`src/rtl/ssq_pkg.sv`:
```
// ----------------------------------------------------------------------------
// ssq_pkg
// types and constants shared by the sorted sleep/wakeup queue and its cells
// ----------------------------------------------------------------------------
package ssq_pkg;

  localparam int unsigned WAKE_W  = 32;
  localparam int unsigned PID_W   = 6;
  localparam int unsigned DELAY_W = 12;
  localparam int unsigned TPS_W   = 24;
  localparam int unsigned PROD_W  = DELAY_W - 1 + TPS_W;  // non-negative delay only
  localparam int unsigned SUM_W   = PROD_W + 1;

  localparam logic [TPS_W-1:0]  TICKS_RESET = 24'd1000000;
  localparam logic [WAKE_W-1:0] WAKE_MAX    = 32'hFFFF_FFFF;

  // request types
  localparam logic REQ_SLEEP = 1'b0;
  localparam logic REQ_TICK  = 1'b1;

  // result kinds
  localparam logic [1:0] KIND_ACK   = 2'd0;
  localparam logic [1:0] KIND_WOKEN = 2'd1;
  localparam logic [1:0] KIND_IDLE  = 2'd2;

  // status codes
  localparam logic [1:0] STAT_OK   = 2'd0;
  localparam logic [1:0] STAT_NEG  = 2'd1;
  localparam logic [1:0] STAT_FULL = 2'd2;

  typedef struct packed {
    logic                      req_type;
    logic [PID_W-1:0]          proc_id;
    logic signed [DELAY_W-1:0] delay_seconds;
    logic [WAKE_W-1:0]         now;
  } in_item_t;

  typedef struct packed {
    logic [1:0]       kind;
    logic [1:0]       status;
    logic [PID_W-1:0] woken_proc;
    logic             last;
  } out_item_t;

  // one queue entry held by a cell
  typedef struct packed {
    logic [WAKE_W-1:0] wake;
    logic [PID_W-1:0]  pid;
  } entry_t;

  // broadcast control from the sequencer to every cell
  typedef struct packed {
    logic              ins;
    logic              pop;
    logic [WAKE_W-1:0] wake;
    logic [PID_W-1:0]  pid;
  } cell_ctrl_t;

  typedef enum logic [2:0] {
    S_IDLE,
    S_CALC,
    S_SUM,
    S_INS,
    S_TICK
  } state_t;

endpackage

```
`src/rtl/ssq_cell.sv`:
```
// ----------------------------------------------------------------------------
// ssq_cell
// one slot of the sorted chain: keeps, takes the new entry or shifts
// ----------------------------------------------------------------------------
module ssq_cell
  import ssq_pkg::*;
(
  input  logic       clk,
  input  logic       occ,        // slot holds a live entry
  input  cell_ctrl_t ctrl,
  input  entry_t     prev_entry,
  input  logic       prev_keep,  // left neighbour stays put on insert
  input  entry_t     next_entry,
  output entry_t     entry,
  output logic       keep
);

  entry_t entry_r;
  entry_t entry_nxt;

  // stays in place when its wake time is at or before the new one
  assign keep  = occ && (entry_r.wake <= ctrl.wake);
  assign entry = entry_r;

  always_comb begin
    entry_nxt = entry_r;
    if (ctrl.ins) begin
      if (keep) begin
        entry_nxt = entry_r;
      end else if (prev_keep) begin
        entry_nxt.wake = ctrl.wake;
        entry_nxt.pid  = ctrl.pid;
      end else begin
        entry_nxt = prev_entry;
      end
    end else if (ctrl.pop) begin
      entry_nxt = next_entry;
    end
  end

  always_ff @(posedge clk) begin
    entry_r <= entry_nxt;
  end

endmodule

```
`config.mk`:
```
export PLATFORM = sky130hd
export DESIGN_NAME = ssq_cell
export DESIGN_NICKNAME = d
export VERILOG_FILES = /design/src/rtl/ssq_pkg.sv /design/src/rtl/ssq_cell.sv
export SDC_FILE = /design/constraint.sdc
export NUM_CORES = 1
export LEC_CHECK = 0
export BUFFER_PORTS_ARGS = -buffer_cell sky130_fd_sc_hd__buf_4
export CAP_MARGIN = 20
export CORE_ASPECT_RATIO = 1.25
export CORE_MARGIN = 8
export CORE_UTILIZATION = 45
export DETAILED_ROUTE_END_ITERATION = 6
export PLACE_DENSITY_LB_ADDON = 0.08
export SLEW_MARGIN = 20
export SYNTH_ARGS = -nofsm -noshare
export SYNTH_HDL_FRONTEND = slang
export SYNTH_SLANG_ARGS = --single-unit
```
`constraint.sdc`:
```
create_clock -name clk -period 4.45 [get_ports clk]
set_input_delay 0.89 -clock clk [delete_from_list [all_inputs] [get_ports clk]]
set_output_delay 0.89 -clock clk [all_outputs]
set_load 0.02 [all_outputs]
```
-- Word-level counts from Yosys, hierarchy flattened
Index checks and enable logic that the tools add are counted.
- flip-flop bits (word level): 38
- bits of input ports: 119
- output and inout port bits: 39
- word-level logic and storage cells: 11
- $lt $le $gt $ge: 1
- equal/unequal tests: 1
- multiplexer cells: 4
- reductions and logical operators: 3
- operators by type and width (kind ; number):
    $mux W38 ; 4
    $le A32 B32 Y1 ; 1
    $ne A2 B2 Y1 const B ; 1
    $reduce_and A2 Y1 ; 1
    $reduce_bool A2 Y1 ; 1
    $logic_and A1 B1 Y1 ; 1

-- Longest topological paths before layout
Gate-level depths: netlist of run 1.
- word-level depth: 4
- mapped depth: 7
- gate-level depth less buffers: 7

-- Least setup slack after synthesis of run 1
Ideal clock, no wire load.
- path kind: input port to flip-flop
- start: input port ctrl[19] in the netlist's numbering
- end: register entry_r (netlist bit entry[0]), enable pin
- library setup time: 0.401 ns
- arrival: 3.209 ns
- data required time: 4.049 ns
- slack: 0.840 ns
- cell stages on the path: 7
- buffers on the path: 0
- path through: inv_1 -> ha_1 -> nand4_2 -> or4_4 -> a21o_1 -> a31oi_2 -> o31a_1
- word-level cells in the longest chain between the ends: 4
- RTL lines (what ; line ; RTL):
    from (decl) ; ssq_cell.sv:10 ; input cell_ctrl_t ctrl,
    $le A32 B32 Y1 ; ssq_cell.sv:22 ; assign keep = occ && (entry_r.wake <= ctrl.wake);
    $logic_and A1 B1 Y1 ; ssq_cell.sv:22 ;
    $ne A2 B2 Y1 (no line) ; -- ;
    $reduce_and A2 Y1 (no line) ; -- ;
    to (signal assigned) ; ssq_cell.sv:42 ; entry_r <= entry_nxt;
    to (decl) ; ssq_cell.sv:18 ; entry_t entry_r;
Every way passes these cells.
A chain may end at the register's enable or synchronous reset.

-- Worst setup path in the final report of run 1
- start: input port ctrl[21] in the netlist's numbering
- end: output port keep
- word-level cells in the longest chain between the ends: 2
- RTL lines (what ; line ; RTL):
    $le A32 B32 Y1 ; ssq_cell.sv:22 ;
    $logic_and A1 B1 Y1 ; ssq_cell.sv:22 ;
    to (decl) ; ssq_cell.sv:15 ; output logic keep
Every way passes these cells.

==> flow_metrics.py, run 1 <==
metrics = {
    "clock_tree": {
        "cts_setup_buffers": 0,
        "clkSinkCount": 38,
        "cts_hold_buf": 0,
        "tritoncts": "built",
        "clk_pin_slew_ns": 0.07,
        "insertion_delay_ns": 0.28,
        "cts_buffers": 5,
        "cts_buffer_depth": 2,
        "cts_resized": 0,
        "root_buffer": "clkbuf_8",
        "cts-htree-levels": 2,
    },
    "synth": {
        "seq_area_frac_synth": 0.414,
        "ys_warn_count": 0,
        "synthCells": 286,
        "ys_ff_latch": 38,
        "synth_cell_types": 27,
        "yosysTopAreaCellShare": 0.414,
        "synth_nets": 437,
        "synth_edf_count": 38,
        "async_reset_ff_frac": 0,
        "synth_top_cell_by_area": "edfxtp_1",
        "ys_top_cells_by_count": "50 x a21oi_1, 41 x nor2_1, 38 x edfxtp_1, 38 x mux2i_1, 33 x inv_1",
        "syn_area_mm2": 0.00276,
        "yosys_most_used_dff": "edfxtp_1",
        "syn_avg_cell_area_um2": 9.64,
        "synth.area.top_cells": "edfxtp_1 41%, ha_1 15%, mux2i_1 14%, a21oi_1 9.1%, nor2_1 5.6%",
        "yosysMostFrequentCell": "a21oi_1",
    },
    "sta": {
        "worst_pin_slew_ns": 0.736,
        "fin_tns_setup_ns": 0,
        "rsz0062_at_grt": "no",
        "slew_violations": 0,
        "max_freq_mhz": 285,
        "timing.slew.headroom": 0.509,
        "setup-violations-final": 0,
        "hold_violations": 0,
        "worst_slack_ns": 0.939,
        "period_share": 0.789,
        "fin_crit_ns": 3.51,
        "fin_skew_ns": 0.00570,
    },
    "global_route": {
        "grt_first_pass_wirelength_um": 13000,
        "grt_use_total": 0.177,
        "grt_antenna_before_repair": 0,
        "grt.overflow.total": 0,
        "grt_pass1_vias": 2768,
        "grt_max_degree": 80,
    },
    "final_layout": {
        "largest_reg_flops": 38,
        "fillerInstances": 535,
        "multi_input_area_mm2": 0.00144,
        "final_area_mm2": 0.00409,
        "num_antenna_cells": 0,
        "layout.nets": 590,
        "layout-drive-gt1-share": 0.384,
        "syn2layout_area_growth_pct": 48.3,
        "fin_util": 0.676,
        "final-seq-area_mm2": 0.00114,
    },
    "critical_path": {
        "cp-end-kind": "output port",
        "worstPathArrival_ns": 2.62,
        "cp_slowest_cell": "or4_4",
        "cp.buffers_inverters": 3,
        "cp.depth": 9,
        "crit_family": "simple AND/OR/NAND/NOR gates",
        "crit_fanout": 3,
        "worst_path_largest_cell_delay_ns": 0.56,
        "startpoint_type": "input pin",
        "path_cells": "buf_4, inv_1, ha_1, nand4_2, or4_4, a21o_1, a31oi_2, o21ai_0, buf_4",
        "worstRegToRegCells": 7,
        "cp_common_cell": "buf_4",
        "critPathRequiredTime_ns": 3.56,
        "criticalPathCategory": "input pin to output port",
    },
    "run_status": {
        "status": "completed",
    },
    "place": {
        "postPlaceCellArea_mm2": 0.00401,
        "dp_hpwl_um": 6540,
        "preCtsSetupSlack_ns": 0.935,
        "place.port_buffers": 157,
        "gp_congestion": 0.761,
    },
    "drt": {
        "drc_errors": 0,
        "wirelength_um": 7960,
        "vias_per_cell": 4.98,
        "first_pass_iters": 5,
        "ant_nets": 0,
        "initialDrtViolationCount": 118,
        "wl_per_cell_um": 15.2,
        "vias": 2613,
    },
    "floorplanning": {
        "dieArea_mm2": 0.00890,
        "core_area_mm2": 0.00605,
        "die_h_um": 104,
        "die_x_um": 86,
        "start_util": 0.456,
        "io_pins": 158,
        "row_count": 32,
    },
    "flow_run": {
        "cap_violations": 0,
    },
    "hold_path": {
        "hold_class": "input pin to register",
        "holdPathStages": 3,
    },
    "pwr": {
        "p_per_area_mw_per_mm2": 260,
        "vdd_drop_max_v": 0.000228,
        "p_leak_uw": 0.00204,
    },
}
==> worst min-delay path, cell delays in order <==
cell     delay (ns)
buf_4          0.08
nor2_1         0.03
a21oi_1        0.09
==> final cells by class <==
type,instances,share of cell area
clock buffer,6,0.0178
timing repair buffer,159,0.292
sequential,38,0.279
clock inverter,2,0.00214
tap,85,0.0260
multi-input combinational,202,0.352
inverter,33,0.0303
==> power by group <==
group          switching, uW  internal, uW  leakage, uW  total [uW]
combinational            188           184      0.00162         373
sequential              19.4           444     0.000373         463
clock                    117           108    0.0000426         225
==> placed cells by master (no fill, tap or decap), types with 2 or more instances in the layout <==
cell type	netlist	final
nand2b_1	2	2
buf_4	0	159
a221oi_1	2	2
mux2i_1	38	38
nand3_1	3	3
nand2_1	9	9
o21ai_0	6	6
clkbuf_8	0	5
ha_1	32	32
a21oi_1	50	50
edfxtp_1	38	38
inv_1	33	33
nand4_1	7	7
nor2_1	41	41
==> stage by stage <==
step,power (uW),hold slack [ns],instances
3_5_place_dp,847,1.21,517
5_1_grt,1130,0.921,525
3_3_place_gp,838,1.21,517
4_1_cts,1070,0.917,525
6_report,1060,0.922,525
2_1_floorplan,662,1.12,286
==> metal layers <==
layer / wire, um / track usage
met3: 759 / 0.0719
met1: 3050 / 0.191
met5: 0 / 0
met2: 4050 / 0.308
met4: 104 / 0.0452
==> cell families (layout without fill, tap and decap cells) <==
kind of cell | after synthesis | in the layout | share of synthesized area
buffers and inverters | 46 | 200 | 0.0640
AOI/OAI and AO/OA | 64 | 64 | 0.127
adders and majority gates | 32 | 32 | 0.145
muxes | 38 | 38 | 0.138
DFF | 38 | 38 | 0.414
and+or+nand+nor | 68 | 68 | 0.112
==> worst paths after layout <==
path                            slack [ns]             endpoint                start
worst max-delay path                  0.94                 keep             ctrl[21]
worst min-delay path                  0.92   entry[5]$_DFFE_PP_        next_entry[5]
worst max register to register        1.56  entry[13]$_DFFE_PP_  entry[20]$_DFFE_PP_
worst min register to register        1.41  entry[37]$_DFFE_PP_  entry[37]$_DFFE_PP_
No activity file was read; power rests on OpenSTA's default activity.
==> inputs of run 2 (changes only) <==
--- a/config.mk
+++ b/config.mk
@@ -9,7 +9,7 @@
 export CAP_MARGIN = 20
 export CORE_ASPECT_RATIO = 1.25
 export CORE_MARGIN = 8
-export CORE_UTILIZATION = 45
+export CORE_UTILIZATION = 40
 export DETAILED_ROUTE_END_ITERATION = 6
 export PLACE_DENSITY_LB_ADDON = 0.08
 export SLEW_MARGIN = 20
==> constraint.sdc (replaced) <==
create_clock -name clk -period 2.8 [get_ports clk]
set_input_delay 0.56 -clock clk [delete_from_list [all_inputs] [get_ports clk]]
set_output_delay 0.56 -clock clk [all_outputs]
set_load 0.02 [all_outputs]
==> run 2 against run 1 <==
Net effect: register-to-register slack got worse by 1.4 ns; sequential power grew 59%; combinational power rose by 75%; routed wire length increased by 2.6%; clock power increased by 60%; the flow now finishes with violations (negative setup slack); global-route usage shrank 1.4 points; first-iteration DRC count is 22% lower; power up 65%; hold slack worse by 0.33 ns; sequential share of layout area down 1.6 points; worst setup slack got worse by 0.97 ns; die area increased by 10%.
==> flow_metrics.py, run 2 (synthesis results as in run 1) <==
metrics = {
    "floorplanning": {
        "io_pins": 158,
        "die_x_um": 90.3,
        "dieArea_mm2": 0.00982,
        "core_area_mm2": 0.00681,
        "die_h_um": 109,
        "start_util": 0.405,
        "row_count": 34,
    },
    "drt": {
        "vias_per_cell": 4.90,
        "ant_nets": 0,
        "drc_errors": 0,
        "wl_per_cell_um": 15.0,
        "vias": 2670,
        "initialDrtViolationCount": 92,
        "wirelength_um": 8170,
        "first_pass_iters": 4,
    },
    "sta": {
        "period_share": 1.01,
        "worst_pin_slew_ns": 0.711,
        "hold_slack_ns": 0.588,
        "fin_crit_ns": 2.83,
        "max_freq_mhz": 354,
        "hold_violations": 0,
        "fin_tns_setup_ns": -0.0257,
        "slew_violations": 0,
        "setup-violations-final": 1,
        "fin_skew_ns": 0.00816,
        "rsz0062_at_grt": "yes",
        "timing.slew.headroom": 0.526,
        "worst_slack_ns": -0.0257,
    },
    "pwr": {
        "p_per_area_mw_per_mm2": 404,
        "vdd_drop_max_v": 0.000218,
        "p_leak_uw": 0.00212,
        "power_uw": 1750,
    },
    "place": {
        "preCtsSetupSlack_ns": -0.106,
        "gp_congestion": 0.785,
        "dp_hpwl_um": 6520,
        "place_inst": 529,
        "place.port_buffers": 157,
    },
    "critical_path": {
        "worstRegToRegCells": 10,
        "crit_fanout": 3,
        "cp-end-kind": "output port",
        "critPathRequiredTime_ns": 2.24,
        "criticalPathCategory": "register to output port",
        "worstPathArrival_ns": 2.27,
        "startpoint_type": "register",
    },
    "final_layout": {
        "final_cell_mix": "173 x buf_4, 50 x a21oi_1, 41 x nor2_1",
        "layout-drive-gt1-share": 0.420,
        "syn2layout_area_growth_pct": 57.1,
        "layout.nets": 606,
        "num_antenna_cells": 0,
        "largest_reg_flops": 38,
        "final_common_cell": "buf_4",
        "fin_cells": 545,
    },
    "flow_run": {
        "cap_violations": 0,
    },
    "global_route": {
        "met2_usage": 0.315,
        "top_usage_layer": "met2",
        "grt_use_total": 0.163,
        "grt_first_pass_wirelength_um": 13100,
        "grt_pass1_vias": 2821,
        "grt_use_met3": 0.0468,
        "met1_usage": 0.169,
        "grt_antenna_before_repair": 0,
        "grt_max_degree": 75,
        "grt.overflow.total": 0,
    },
    "clock_tree": {
        "insertion_delay_ns": 0.29,
        "clkSinkCount": 38,
        "cts_buffer_depth": 2,
        "root_buffer": "clkbuf_8",
        "tritoncts": "built",
        "cts_buffers": 5,
        "cts-htree-levels": 2,
        "clk_pin_slew_ns": 0.08,
    },
    "hold_path": {
        "hold_class": "input pin to register",
        "holdPathStages": 3,
    },
    "run_status": {
        "status": "finished, violations left",
        "violations": "negative setup slack",
    },
}
-- run 2: cell types whose count changed in the layout (fill, tap and decap cells not counted), sizes merged --
cell and change:
buf +16, clkinv -2, clkbuf +1
-- run 2: power by group --
part           total, uW  leakage (uW)  internal (uW)  switching (uW)
Sequential           738      0.000373            705            33.0
Combinational        654       0.00171            340             314
Clock                359     0.0000383            172             187
-- run 2: through the flow --
step,utilization,cell area (um^2)
global placement,0.602,4100
finish,0.636,4330
CTS,0.631,4300
detailed placement,0.602,4100
floorplan,-,2770
global route,0.636,4330
-- run 2: what timing repair did --
item,in CTS,in global routing
hold buffers,0,0
gates resized for setup,7,3
gates cloned,0,0
buffers inserted,8,1
pin swaps,7,2
endpoints found under the setup margin,1,39
endpoints found under the hold margin,0,0
-- run 2: routing by layer --
metal | wire, um | share of wire
met2 | 4500 | 0.55
met5 | 0 | 0
met3 | 532 | 0.065
met1 | 3080 | 0.38
met4 | 55 | 0.0067
-- run 2: final cells by class --
cell class                      count  area [um^2]
Clock buffer                        7         76.3
Tap cell                           90          113
Timing Repair Buffer              175         1340
Inverter                           33          124
Multi-Input combinational cell    202         1540
Sequential cell                    38         1140
Fill cell                         598         2470
-- run 2: worst paths after layout --
kind | startpoint | endpoint | slack [ns]
worst min register to register | entry[37]$_DFFE_PP_ | entry[29]$_DFFE_PP_ | 1.13
worst max-delay path | entry[25]$_DFFE_PP_ | keep | -0.03
worst min-delay path | next_entry[16] | entry[16]$_DFFE_PP_ | 0.59
worst max register to register | entry[20]$_DFFE_PP_ | entry[4]$_DFFE_PP_ | 0.17
-- run 2: worst max-delay path, stage by stage (launching register included) --
cell      delay, ns
edfxtp_1       0.40
ha_1           0.33
nand4_1        0.10
or4_1          0.63
nor3_2         0.18
nand2_1        0.09
o21ai_1        0.08
buf_4          0.17
